--- config.mk ---
export PLATFORM = sky130hd
export DESIGN_NAME = lifo_stack_indexed_insert_flat
export DESIGN_NICKNAME = d
export VERILOG_FILES = /design/src/hdl/lsi_pkg.sv /design/src/hdl/lsi_if.sv /design/src/hdl/lifo_stack_indexed_insert.sv /design/src/hdl/lsi_cell.sv /design/src/hdl/lsi_chain.sv /design/src/flat_wrapper.sv
export SDC_FILE = /design/constraint.sdc
export NUM_CORES = 1
export LEC_CHECK = 0
export ABC_AREA = 0
export BUFFER_PORTS_ARGS = -buffer_cell sky130_fd_sc_hd__buf_2
export CAP_MARGIN = 20
export CORE_MARGIN = 2
export CORE_UTILIZATION = 55
export DETAILED_ROUTE_END_ITERATION = 8
export MAX_ROUTING_LAYER = met4
export PLACE_DENSITY = 0.72
export SLEW_MARGIN = 20
export SYNTH_ARGS = -nofsm -noshare
export SYNTH_HDL_FRONTEND = slang
export SYNTH_SLANG_ARGS = --single-unit
--- constraint.sdc ---
create_clock -name i_clk -period 12.8 [get_ports i_clk]
set_input_delay 2.56 -clock i_clk [delete_from_list [all_inputs] [get_ports i_clk]]
set_output_delay 2.56 -clock i_clk [all_outputs]
set_load 0.01 [all_outputs]
--- src/hdl/lsi_pkg.sv ---
`timescale 1ns / 1ps
// ----------------------------------------------------------------------------
// lsi_pkg: shared types and constants
// Sizes, command and status codes, and cell control for the indexed stack.
// ----------------------------------------------------------------------------
package lsi_pkg;

    localparam int DEPTH  = 16;
    localparam int WORD_W = 32;
    localparam int POS_W  = 5;
    localparam int FILL_W = $clog2(DEPTH + 1);
    localparam int IDX_W  = (DEPTH > 1) ? $clog2(DEPTH) : 1;
    localparam int CMP_W  = (FILL_W > POS_W) ? FILL_W : POS_W;

    typedef logic signed [WORD_W-1:0] t_word;
    typedef logic [POS_W-1:0]         t_pos;
    typedef logic [FILL_W-1:0]        t_fill;
    typedef logic [IDX_W-1:0]         t_idx;

    typedef enum logic [1:0] {
        CMD_PUSH   = 2'd0,
        CMD_POP    = 2'd1,
        CMD_PEEK   = 2'd2,
        CMD_INSERT = 2'd3
    } t_cmd;

    typedef enum logic [1:0] {
        ST_OK     = 2'd0,
        ST_FULL   = 2'd1,
        ST_EMPTY  = 2'd2,
        ST_BADPOS = 2'd3
    } t_status;

    // broadcast to every cell: write word at slot, cells above move up
    typedef struct packed {
        logic  en;
        t_idx  slot;
        t_word word;
    } t_ins_ctl;

endpackage

--- src/hdl/lsi_if.sv ---
`timescale 1ns / 1ps
// ----------------------------------------------------------------------------
// lsi_if: request and result channels
// Valid/ready channels carrying stack commands and their results.
// ----------------------------------------------------------------------------
interface lsi_cmd_if import lsi_pkg::*; ();
    logic  valid;
    logic  ready;
    t_cmd  command;
    t_word value;
    t_pos  position;

    modport source (output valid, command, value, position, input ready);
    modport sink   (input valid, command, value, position, output ready);
endinterface

interface lsi_res_if import lsi_pkg::*; ();
    logic    valid;
    logic    ready;
    t_word   read_value;
    t_fill   count;
    logic    not_empty;
    t_status status;

    modport source (output valid, read_value, count, not_empty, status, input ready);
    modport sink   (input valid, read_value, count, not_empty, status, output ready);
endinterface

--- src/hdl/lifo_stack_indexed_insert.sv ---
`timescale 1ns / 1ps
// A result is registered and presented in the cycle after its request is accepted.
// One request per cycle is taken; the result register frees as it is taken,
//   so the only stall comes from a result sink that holds ready low.
// Reset clears the entry count and the result valid flag; entry cells are
//   not cleared, as only entries below the count are ever read.
// ----------------------------------------------------------------------------
// lifo_stack_indexed_insert: bounded stack with indexed peek and insert
// Push, pop, peek by position and insert before position on a row of cells.
// ----------------------------------------------------------------------------
module lifo_stack_indexed_insert import lsi_pkg::*; (
    input  logic       i_clk,
    input  logic       i_rst_n,
    lsi_cmd_if.sink    i_cmd,
    lsi_res_if.source  o_res
);

    // -- control state
    t_fill r_fill;
    t_fill n_fill;
    logic  r_out_valid;

    // -- result register (payload, no reset needed)
    t_word   r_read_value;
    t_fill   r_count;
    t_status r_status;

    // -- per-request decode
    logic     w_accept;
    logic     w_full;
    logic     w_pos_above;     // position beyond the current count
    t_ins_ctl w_ins;
    t_idx     w_rd_idx;
    t_word    w_rd_word;
    t_word    w_read_value;
    t_status  w_status;
    t_pos     w_pos_m1;

    // Request taken whenever the result register is empty or being emptied.
    assign i_cmd.ready = !r_out_valid || o_res.ready;
    assign w_accept    = i_cmd.valid && i_cmd.ready;

    assign w_full      = (r_fill == FILL_W'(DEPTH));
    assign w_pos_above = (CMP_W'(i_cmd.position) > CMP_W'(r_fill));
    assign w_pos_m1    = i_cmd.position - POS_W'(1);
    assign w_rd_idx    = IDX_W'(w_pos_m1);

    // Command decode: status, new count and the insert broadcast.
    // Push is an insert at the top slot; pop only drops the count.
    always_comb begin
        n_fill       = r_fill;
        w_status     = ST_OK;
        w_read_value = '0;
        w_ins.en     = 1'b0;
        w_ins.slot   = IDX_W'(r_fill);
        w_ins.word   = i_cmd.value;
        case (i_cmd.command)
            CMD_PUSH: begin
                if (w_full) begin
                    w_status = ST_FULL;
                end else begin
                    w_ins.en = 1'b1;
                    n_fill   = r_fill + FILL_W'(1);
                end
            end
            CMD_POP: begin
                if (r_fill == '0) begin
                    w_status = ST_EMPTY;
                end else begin
                    n_fill = r_fill - FILL_W'(1);
                end
            end
            CMD_PEEK: begin
                if (i_cmd.position == '0 || w_pos_above) begin
                    w_status = ST_BADPOS;
                end else begin
                    w_read_value = w_rd_word;
                end
            end
            CMD_INSERT: begin
                // full check takes precedence over the position check
                if (w_full) begin
                    w_status = ST_FULL;
                end else if (w_pos_above) begin
                    w_status = ST_BADPOS;
                end else begin
                    w_ins.en   = 1'b1;
                    w_ins.slot = IDX_W'(i_cmd.position);
                    n_fill     = r_fill + FILL_W'(1);
                end
            end
            default: begin
                w_status = ST_OK;
            end
        endcase
        // cells only move on an accepted request
        if (!w_accept) begin
            w_ins.en = 1'b0;
        end
    end

    lsi_chain u_chain (
        .i_clk     (i_clk),
        .i_ins     (w_ins),
        .i_rd_idx  (w_rd_idx),
        .o_rd_word (w_rd_word)
    );

    always_ff @(posedge i_clk) begin
        if (!i_rst_n) begin
            r_fill      <= '0;
            r_out_valid <= 1'b0;
        end else begin
            if (w_accept) begin
                r_fill      <= n_fill;
                r_out_valid <= 1'b1;
            end else if (o_res.ready) begin
                r_out_valid <= 1'b0;
            end
        end
    end

    always_ff @(posedge i_clk) begin
        if (w_accept) begin
            r_read_value <= w_read_value;
            r_count      <= n_fill;
            r_status     <= w_status;
        end
    end

    assign o_res.valid      = r_out_valid;
    assign o_res.read_value = r_read_value;
    assign o_res.count      = r_count;
    assign o_res.not_empty  = (r_count != '0);
    assign o_res.status     = r_status;

endmodule

--- src/hdl/lsi_cell.sv ---
`timescale 1ns / 1ps
// ----------------------------------------------------------------------------
// lsi_cell: one stack entry
// Loads the new word at the insert slot, takes its lower neighbour above it.
// ----------------------------------------------------------------------------
module lsi_cell import lsi_pkg::*; (
    input  logic     i_clk,
    input  t_idx     i_index,
    input  t_ins_ctl i_ins,
    input  t_word    i_left,
    output t_word    o_word
);

    t_word r_word;
    t_word n_word;

    always_comb begin
        n_word = r_word;
        if (i_ins.en) begin
            if (i_index == i_ins.slot) begin
                n_word = i_ins.word;
            end else if (i_index > i_ins.slot) begin
                n_word = i_left;
            end
        end
    end

    always_ff @(posedge i_clk) begin
        r_word <= n_word;
    end

    assign o_word = r_word;

endmodule

--- src/hdl/lsi_chain.sv ---
`timescale 1ns / 1ps
// ----------------------------------------------------------------------------
// lsi_chain: row of entry cells
// Each cell hands its word to the next on insert; read port picks one cell.
// ----------------------------------------------------------------------------
module lsi_chain import lsi_pkg::*; (
    input  logic     i_clk,
    input  t_ins_ctl i_ins,
    input  t_idx     i_rd_idx,
    output t_word    o_rd_word
);

    t_word w_cell [DEPTH];

    for (genvar k = 0; k < DEPTH; k++) begin : g_cell
        t_word w_left;
        if (k == 0) begin : g_bottom
            assign w_left = i_ins.word;
        end else begin : g_upper
            assign w_left = w_cell[k-1];
        end

        lsi_cell u_cell (
            .i_clk   (i_clk),
            .i_index (IDX_W'(k)),
            .i_ins   (i_ins),
            .i_left  (w_left),
            .o_word  (w_cell[k])
        );
    end

    assign o_rd_word = w_cell[i_rd_idx];

endmodule

--- src/flat_wrapper.sv ---
// flat-port wrapper written by rule: the top's interface ports become plain ports
module lifo_stack_indexed_insert_flat import lsi_pkg::*;
  (i_clk, i_rst_n, i_cmd_valid, i_cmd_command, i_cmd_value, i_cmd_position, i_cmd_ready, o_res_valid, o_res_read_value, o_res_count, o_res_not_empty, o_res_status, o_res_ready);
  lsi_cmd_if i_cmd_i ();
  lsi_res_if o_res_i ();
  input  logic i_clk;
  input  logic i_rst_n;
  input wire logic [$bits(i_cmd_i.valid)-1:0] i_cmd_valid;
  input wire logic [$bits(i_cmd_i.command)-1:0] i_cmd_command;
  input wire logic [$bits(i_cmd_i.value)-1:0] i_cmd_value;
  input wire logic [$bits(i_cmd_i.position)-1:0] i_cmd_position;
  output wire logic [$bits(i_cmd_i.ready)-1:0] i_cmd_ready;
  output wire logic [$bits(o_res_i.valid)-1:0] o_res_valid;
  output wire logic [$bits(o_res_i.read_value)-1:0] o_res_read_value;
  output wire logic [$bits(o_res_i.count)-1:0] o_res_count;
  output wire logic [$bits(o_res_i.not_empty)-1:0] o_res_not_empty;
  output wire logic [$bits(o_res_i.status)-1:0] o_res_status;
  input wire logic [$bits(o_res_i.ready)-1:0] o_res_ready;
  assign i_cmd_i.valid = i_cmd_valid;
  assign i_cmd_i.command = i_cmd_command;
  assign i_cmd_i.value = i_cmd_value;
  assign i_cmd_i.position = i_cmd_position;
  assign i_cmd_ready = i_cmd_i.ready;
  assign o_res_valid = o_res_i.valid;
  assign o_res_read_value = o_res_i.read_value;
  assign o_res_count = o_res_i.count;
  assign o_res_not_empty = o_res_i.not_empty;
  assign o_res_status = o_res_i.status;
  assign o_res_i.ready = o_res_ready;
  lifo_stack_indexed_insert u_core (.i_clk(i_clk), .i_rst_n(i_rst_n), .i_cmd(i_cmd_i), .o_res(o_res_i));
endmodule
==> reports/results.tsv, run 1 <==
metric	value	unit
clock-pin slew on the worst setup and hold paths	0.06	ns
Top delay family on crit path	buffers and inverters	
min cycle time layout	6.459	ns
Initial DRC Count	1619	
post-synth cell types	63	
RePlAce Congestion	0.8449	
Async SR Flop Fraction	0	%
gr ovfl total	0	
crit start category	input pin	
post-synthesis sequential area ratio	59.30	%
CTS Buf Count	59	
critical-path maximum fanout	72	
Residual DRC	0	
most common cell after layout, fill and taps aside	edfxtp_1	
Via-to-Cell Ratio	6.579	
syn_area_per_cell	17.27	um2
final hold vios	0	
Filler Cell Count	3711	
Critical Path AT	6.69	ns
final setup fails	0	
CTS H-tree lvls	2	
worst min path class	flip-flop to flip-flop	
Layout area overhead	10.51	%
drt pass-1 iters	5	
die area	52920	um2
Worst Hold Slack	0.5434	ns
Fmax	154.8	MHz
CP endpoint kind	flip-flop	
CTS sink count	557	
layout cells sized above 1	49.16	%
number of flops mapped to enable cells by yosys	551	
R2R setup slack	8.13	ns
CP max stage cell	inv_2	
status	finished clean	
post_cts resized	0	
Multi-input gate area	10930	um2
Max clock buf depth	3	
RSZ-0062 raised after global routing	no	
vias in the first global route	16060	
Layout Skew	0.02713	ns
TritonCTS clock tree	done	
largest net degree at the start of global routing	105	
final setup TNS	0	ns
initial antenna violation count	1	
FP Rows	82	
Top FF cell, synth	edfxtp_1	
measured slew at the worst slew-check pin	1.085	ns
syn nets	1684	
clock root cell	clkbuf_16	
crit path cell chain	clkbuf_8 -> inv_1 -> ha_1 -> nor2b_1 -> o31ai_4 -> a21o_4 -> o22ai_1 -> nand3_1 -> inv_2	
critical path required time	13.03	ns
Slew Limit Fails	0	
maxcap violations	0	
detailed placement HPWL	39310	um
first-pass GRT wire length	101500	um
via total after detailed routing	15750	
Net count, final	1730	
# Post-CTS Setup Buffers	0	
Peak VDD IR	0.0001035	V
Die H	230.1	um
Final Non-Filler Cells	2394	
P_leak	10.30	nW
wire length per cell	28.14	um
Yosys Warn Count	0	
gr usage total	26.41	%
Slew HR	27.40	%
worst path bufs/invs	3	
Routed WL	67370	um
PwrDens	134.7	nW/um2
Mapped Area	28100	um2
# hold bufs at CTS	0	
FF+latch count, synth	557	
commonest non-fill, non-tap cells in the layout	edfxtp_1, mux2_2, mux4_2	
PortBufs	84	
Storage cell area	16670	um2
Crit path largest cell delay	0.98	ns
Core Util, Final	61.78	%
# placed instances	2283	
Initial Util	55.90	%
period utilization	50.46	%
Worst-Skew Late Latency	0.63	ns
Crit Path Category	input pin to flip-flop	
Die W	230.1	um
cells after synthesis	1627	
Core Region	50270	um2
I/O pin count	85	
Antenna Violating Nets Remaining	0	
[synth_stat cells (all sizes together) (13+ instances only)]
cell    instances  share of area, %
nor2b          35              0.78
a211oi         67               1.8
o21ai          13              0.23
nand2          19              0.25
buf            73               1.5
inv            17              0.23
ha             14              0.62
mux4          128                10
a21oi          23              0.45
nor2           22              0.29
clkbuf         64              0.85
mux2          482                20
mux2i          35               1.2
edfxtp        551                59
[worst reg2reg max path, delay by kind of cell, from the launching register on]
family                     cells  cell delay, ns
AOI/OAI and AO/OA              2            0.82
adders and majority gates      1            0.35
buffers and inverters          2            1.25
DFF                            1            0.71
and+or+nand+nor                3            1.12
[per-stage QoR]
stage / setup slack, ns / cell area [um2] / power [mW]
floorplan: 3.019 / 28100 / 2.461
global placement: 5.723 / 29210 / 2.603
detailed placement: 5.657 / 29230 / 2.612
CTS: 6.291 / 31030 / 4.211
global route: 6.025 / 31060 / 4.308
finish: 6.341 / 31060 / 4.183
[final cells by class]
cell class	instances	area share, %
clock inverters	35	0.6929
clock buffers	74	5.100
multi-input cells	916	35.20
flip-flops and latches	557	53.66
well taps	672	2.707
repair buffers	122	2.417
diodes	1	0.008057
inverters	17	0.2095
[routing by layer]
layer | wire, um | track usage (%) | vias to the layer above | share of wire, %
met3 | 4094 | 3.844 | 123 | 6.1
met2 | 31190 | 39.81 | 560 | 46
met4 | 1392 | 6.169 | 0 | 2.1
met1 | 30690 | 38.41 | 8340 | 46
met5 | 0 | - | - | 0
li1 | - | - | 6728 | -
[power by group]
group | internal [mW] | switching (mW)
Combinational | 0.201 | 0.272
Clock | 0.894 | 0.711
Sequential | 2.08 | 0.0282
[registers in the layout (all words and copies together) (netlist names)]
| name | flops |
|---|---|
| u_core.o_res.status | 2 |
| u_core.o_res.valid | 1 |
| u_core.o_res.read_value | 32 |
| u_core.u_chain.g_cell.u_cell.o_word | 512 |
| u_core.o_res.count | 5 |
| u_core.r_fill | 5 |
[kinds of logic after synthesis]
logic type               Yosys count  share of synthesized area, %
XOR/XNOR                           5                        0.1558
AND/OR/NAND/NOR                  111                         2.342
buffers and inverters            154                         2.604
AO/OA/AOI/OAI                    141                         3.744
flip-flops                       557                         59.30
multiplexers                     645                         31.23
adder cells (fa/ha/maj)           14                        0.6233
[final timing paths]
kind | cells after the start | to | start
worst max register to register | 8 | u_core.u_chain.g_cell[7].u_cell.o_word[14] | u_core.r_fill[2]
worst min register to register | 2 | u_core.o_res.valid | u_core.o_res.valid
worst min-delay path | 2 | u_core.o_res.valid | u_core.o_res.valid
worst max-delay path | 9 | u_core.u_chain.g_cell[7].u_cell.o_word[14] | i_cmd_position[0]
Power figures use the tool's default switching activity.
==> run 2, diff against run 1 <==
- clock period: 12.8 -> 6.22 ns (I/O delays scaled with it)
==> run 2 against run 1 <==
  * Worst hold slack got worse by 0.0080 ns
  * Largest cell class unchanged
  * Highest routed layer unchanged
  * Clock skew fell by 0.012 ns
  * Critical path depth rose by 2
  * Clock-buffer cell count did not move
==> reports/results.tsv, run 2 (synthesis gave the netlist of run 1 again) <==
metric	value	unit
# Post-CTS Setup Buffers	0	
RePlAce Congestion	0.8470	
PwrDens	275.4	nW/um2
Slew Limit Fails	0	
met3 Usage GRT	4.241	%
PortBufs	84	
Residual DRC	0	
FF-to-FF Start	u_core.r_fill[1]	
Crit Path Category	input pin to flip-flop	
maxcap violations	0	
final worst slack	1.461	ns
worst hold path depth	2	
Initial DRC Count	1598	
status	finished clean	
Die H	230.1	um
Storage cell area	16670	um2
CP max stage cell	a21oi_4	
R2R setup slack	1.65	ns
worst min path class	flip-flop to flip-flop	
Top Usage Layer GRT	met2	
die area	52920	um2
via total after detailed routing	15870	
cell repeated most along the worst path	buf_4	
clock root cell	clkbuf_16	
Layout Skew	0.01520	ns
Net count, final	1745	
Via-to-Cell Ratio	6.601	
clock-pin slew on the worst setup and hold paths	0.06	ns
detailed placement HPWL	41490	um
critical path required time	6.52	ns
final hold vios	0	
reg2reg path depth	9	
Final Non-Filler Cells	2404	
Multi-input gate area	10950	um2
wire length per cell	28.64	um
commonest non-fill, non-tap cells in the layout	edfxtp_1, mux2_2, mux4_2	
Worst-Skew Late Latency	0.62	ns
layout cells sized above 1	49.42	%
measured slew at the worst slew-check pin	1.098	ns
first-pass GRT wire length	104200	um
critical-path maximum fanout	38	
Top delay family on crit path	compound AO/OA/AOI/OAI gates	
Fmax	210.1	MHz
Slew HR	26.71	%
vias in the first global route	16020	
Peak VDD IR	0.0002584	V
CP endpoint kind	flip-flop	
Die W	230.1	um
GR Util met1	38.67	%
CTS Buf Count	58	
Antenna Violating Nets Remaining	0	
antenna diode count	0	
period utilization	76.50	%
worst slack, placed	0.8162	ns
Reg-to-Reg End	u_core.u_chain.g_cell[4].u_cell.o_word[24]	
RSZ-0062 raised after global routing	no	
Core Region	50270	um2
Layout area overhead	11.01	%
most common cell after layout, fill and taps aside	edfxtp_1	
crit path cell chain	clkbuf_8 -> inv_1 -> ha_1 -> nor2b_1 -> o31ai_4 -> a21o_4 -> o22ai_1 -> buf_4 -> nand3_1 -> a21oi_4 -> buf_4	
crit start category	input pin	
min cycle time layout	4.759	ns
hold endpoint	u_core.o_res.valid	
# hold bufs at CTS	0	
hold_sp	u_core.o_res.valid	
max reg flops	512	
CTS sink count	557	
TritonCTS clock tree	done	
P_leak	10.37	nW
Initial Util	55.90	%
largest net degree at the start of global routing	101	
final setup TNS	0	ns
Critical Path AT	5.06	ns
Routed WL	68850	um
worst path bufs/invs	4	
post_cts resized	0	
drt pass-1 iters	5	
CTS H-tree lvls	2	
final setup fails	0	
# placed instances	2299	
FP Rows	82	
Max clock buf depth	3	
I/O pin count	85	
initial antenna violation count	0	
met2 GRT Util	41.28	%
gr ovfl total	0	
Filler Cell Count	3704	
gr usage total	27.17	%
Crit path largest cell delay	0.94	ns
run 2: power breakdown:
part | leakage, nW | switching, mW | internal, mW
Combinational | 4.43 | 0.573 | 0.427
Clock | 0.858 | 1.45 | 1.82
Sequential | 5.09 | 0.0551 | 4.27
Total | 10.4 | 2.07 | 6.52
run 2: how the worst max path moves through the flow:
stage / slack (ns) / cells past startpoint / from / to
final: 1.46 / 11 / i_cmd_position[0] / u_core.u_chain.g_cell[4].u_cell.o_word[24]
after global routing: 1.23 / 11 / i_cmd_position[0] / u_core.u_chain.g_cell[4].u_cell.o_word[17]
after CTS: 1.46 / 11 / i_cmd_position[0] / u_core.u_chain.g_cell[4].u_cell.o_word[17]
after detailed placement: 0.82 / 11 / i_cmd_position[0] / u_core.u_chain.g_cell[4].u_cell.o_word[21]
after global placement: 0.93 / 11 / i_cmd_position[0] / u_core.u_chain.g_cell[4].u_cell.o_word[25]
after floorplan: 0.49 / 7 / i_cmd_position[4] / u_core.u_chain.g_cell[8].u_cell.o_word[0]
run 2: routing by layer:
layer  share of wire, %  vias up
li1                   -     6756
met1                 43     8347
met2                 47      660
met3                7.2      105
met4                2.3        0
met5                  0        -
run 2: through the flow:
stage / hold WS [ns] / instance area, um2 / utilization (%) / total power [mW]
floorplan: 0.5228 / 28110 / - / 5.065
global placement: 0.5036 / 29400 / 58.49 / 5.379
detailed placement: 0.5240 / 29440 / 58.57 / 5.402
CTS: 0.5318 / 31190 / 62.03 / 8.642
global route: 0.5757 / 31200 / 62.06 / 8.851
finish: 0.5355 / 31200 / 62.06 / 8.591
run 2: cell type report:
type	count	share of cell area, %
Timing Repair Buffer	138	3.008
Sequential cell	557	53.42
Multi-Input combinational cell	916	35.08
Tap cell	672	2.695
Clock inverter	30	0.6738
Inverter	17	0.2045
Clock buffer	74	4.913
run 2: worst register-to-register path: stages, from the launching register on:
cell and delay, ns:
dfxtp_1 0.57, inv_1 0.23, ha_1 0.34, nor2b_1 0.16
o31ai_4 0.37, a22o_1 0.40, a21o_1 0.26, nand3_1 0.52
a21oi_4 0.94, buf_4 0.44
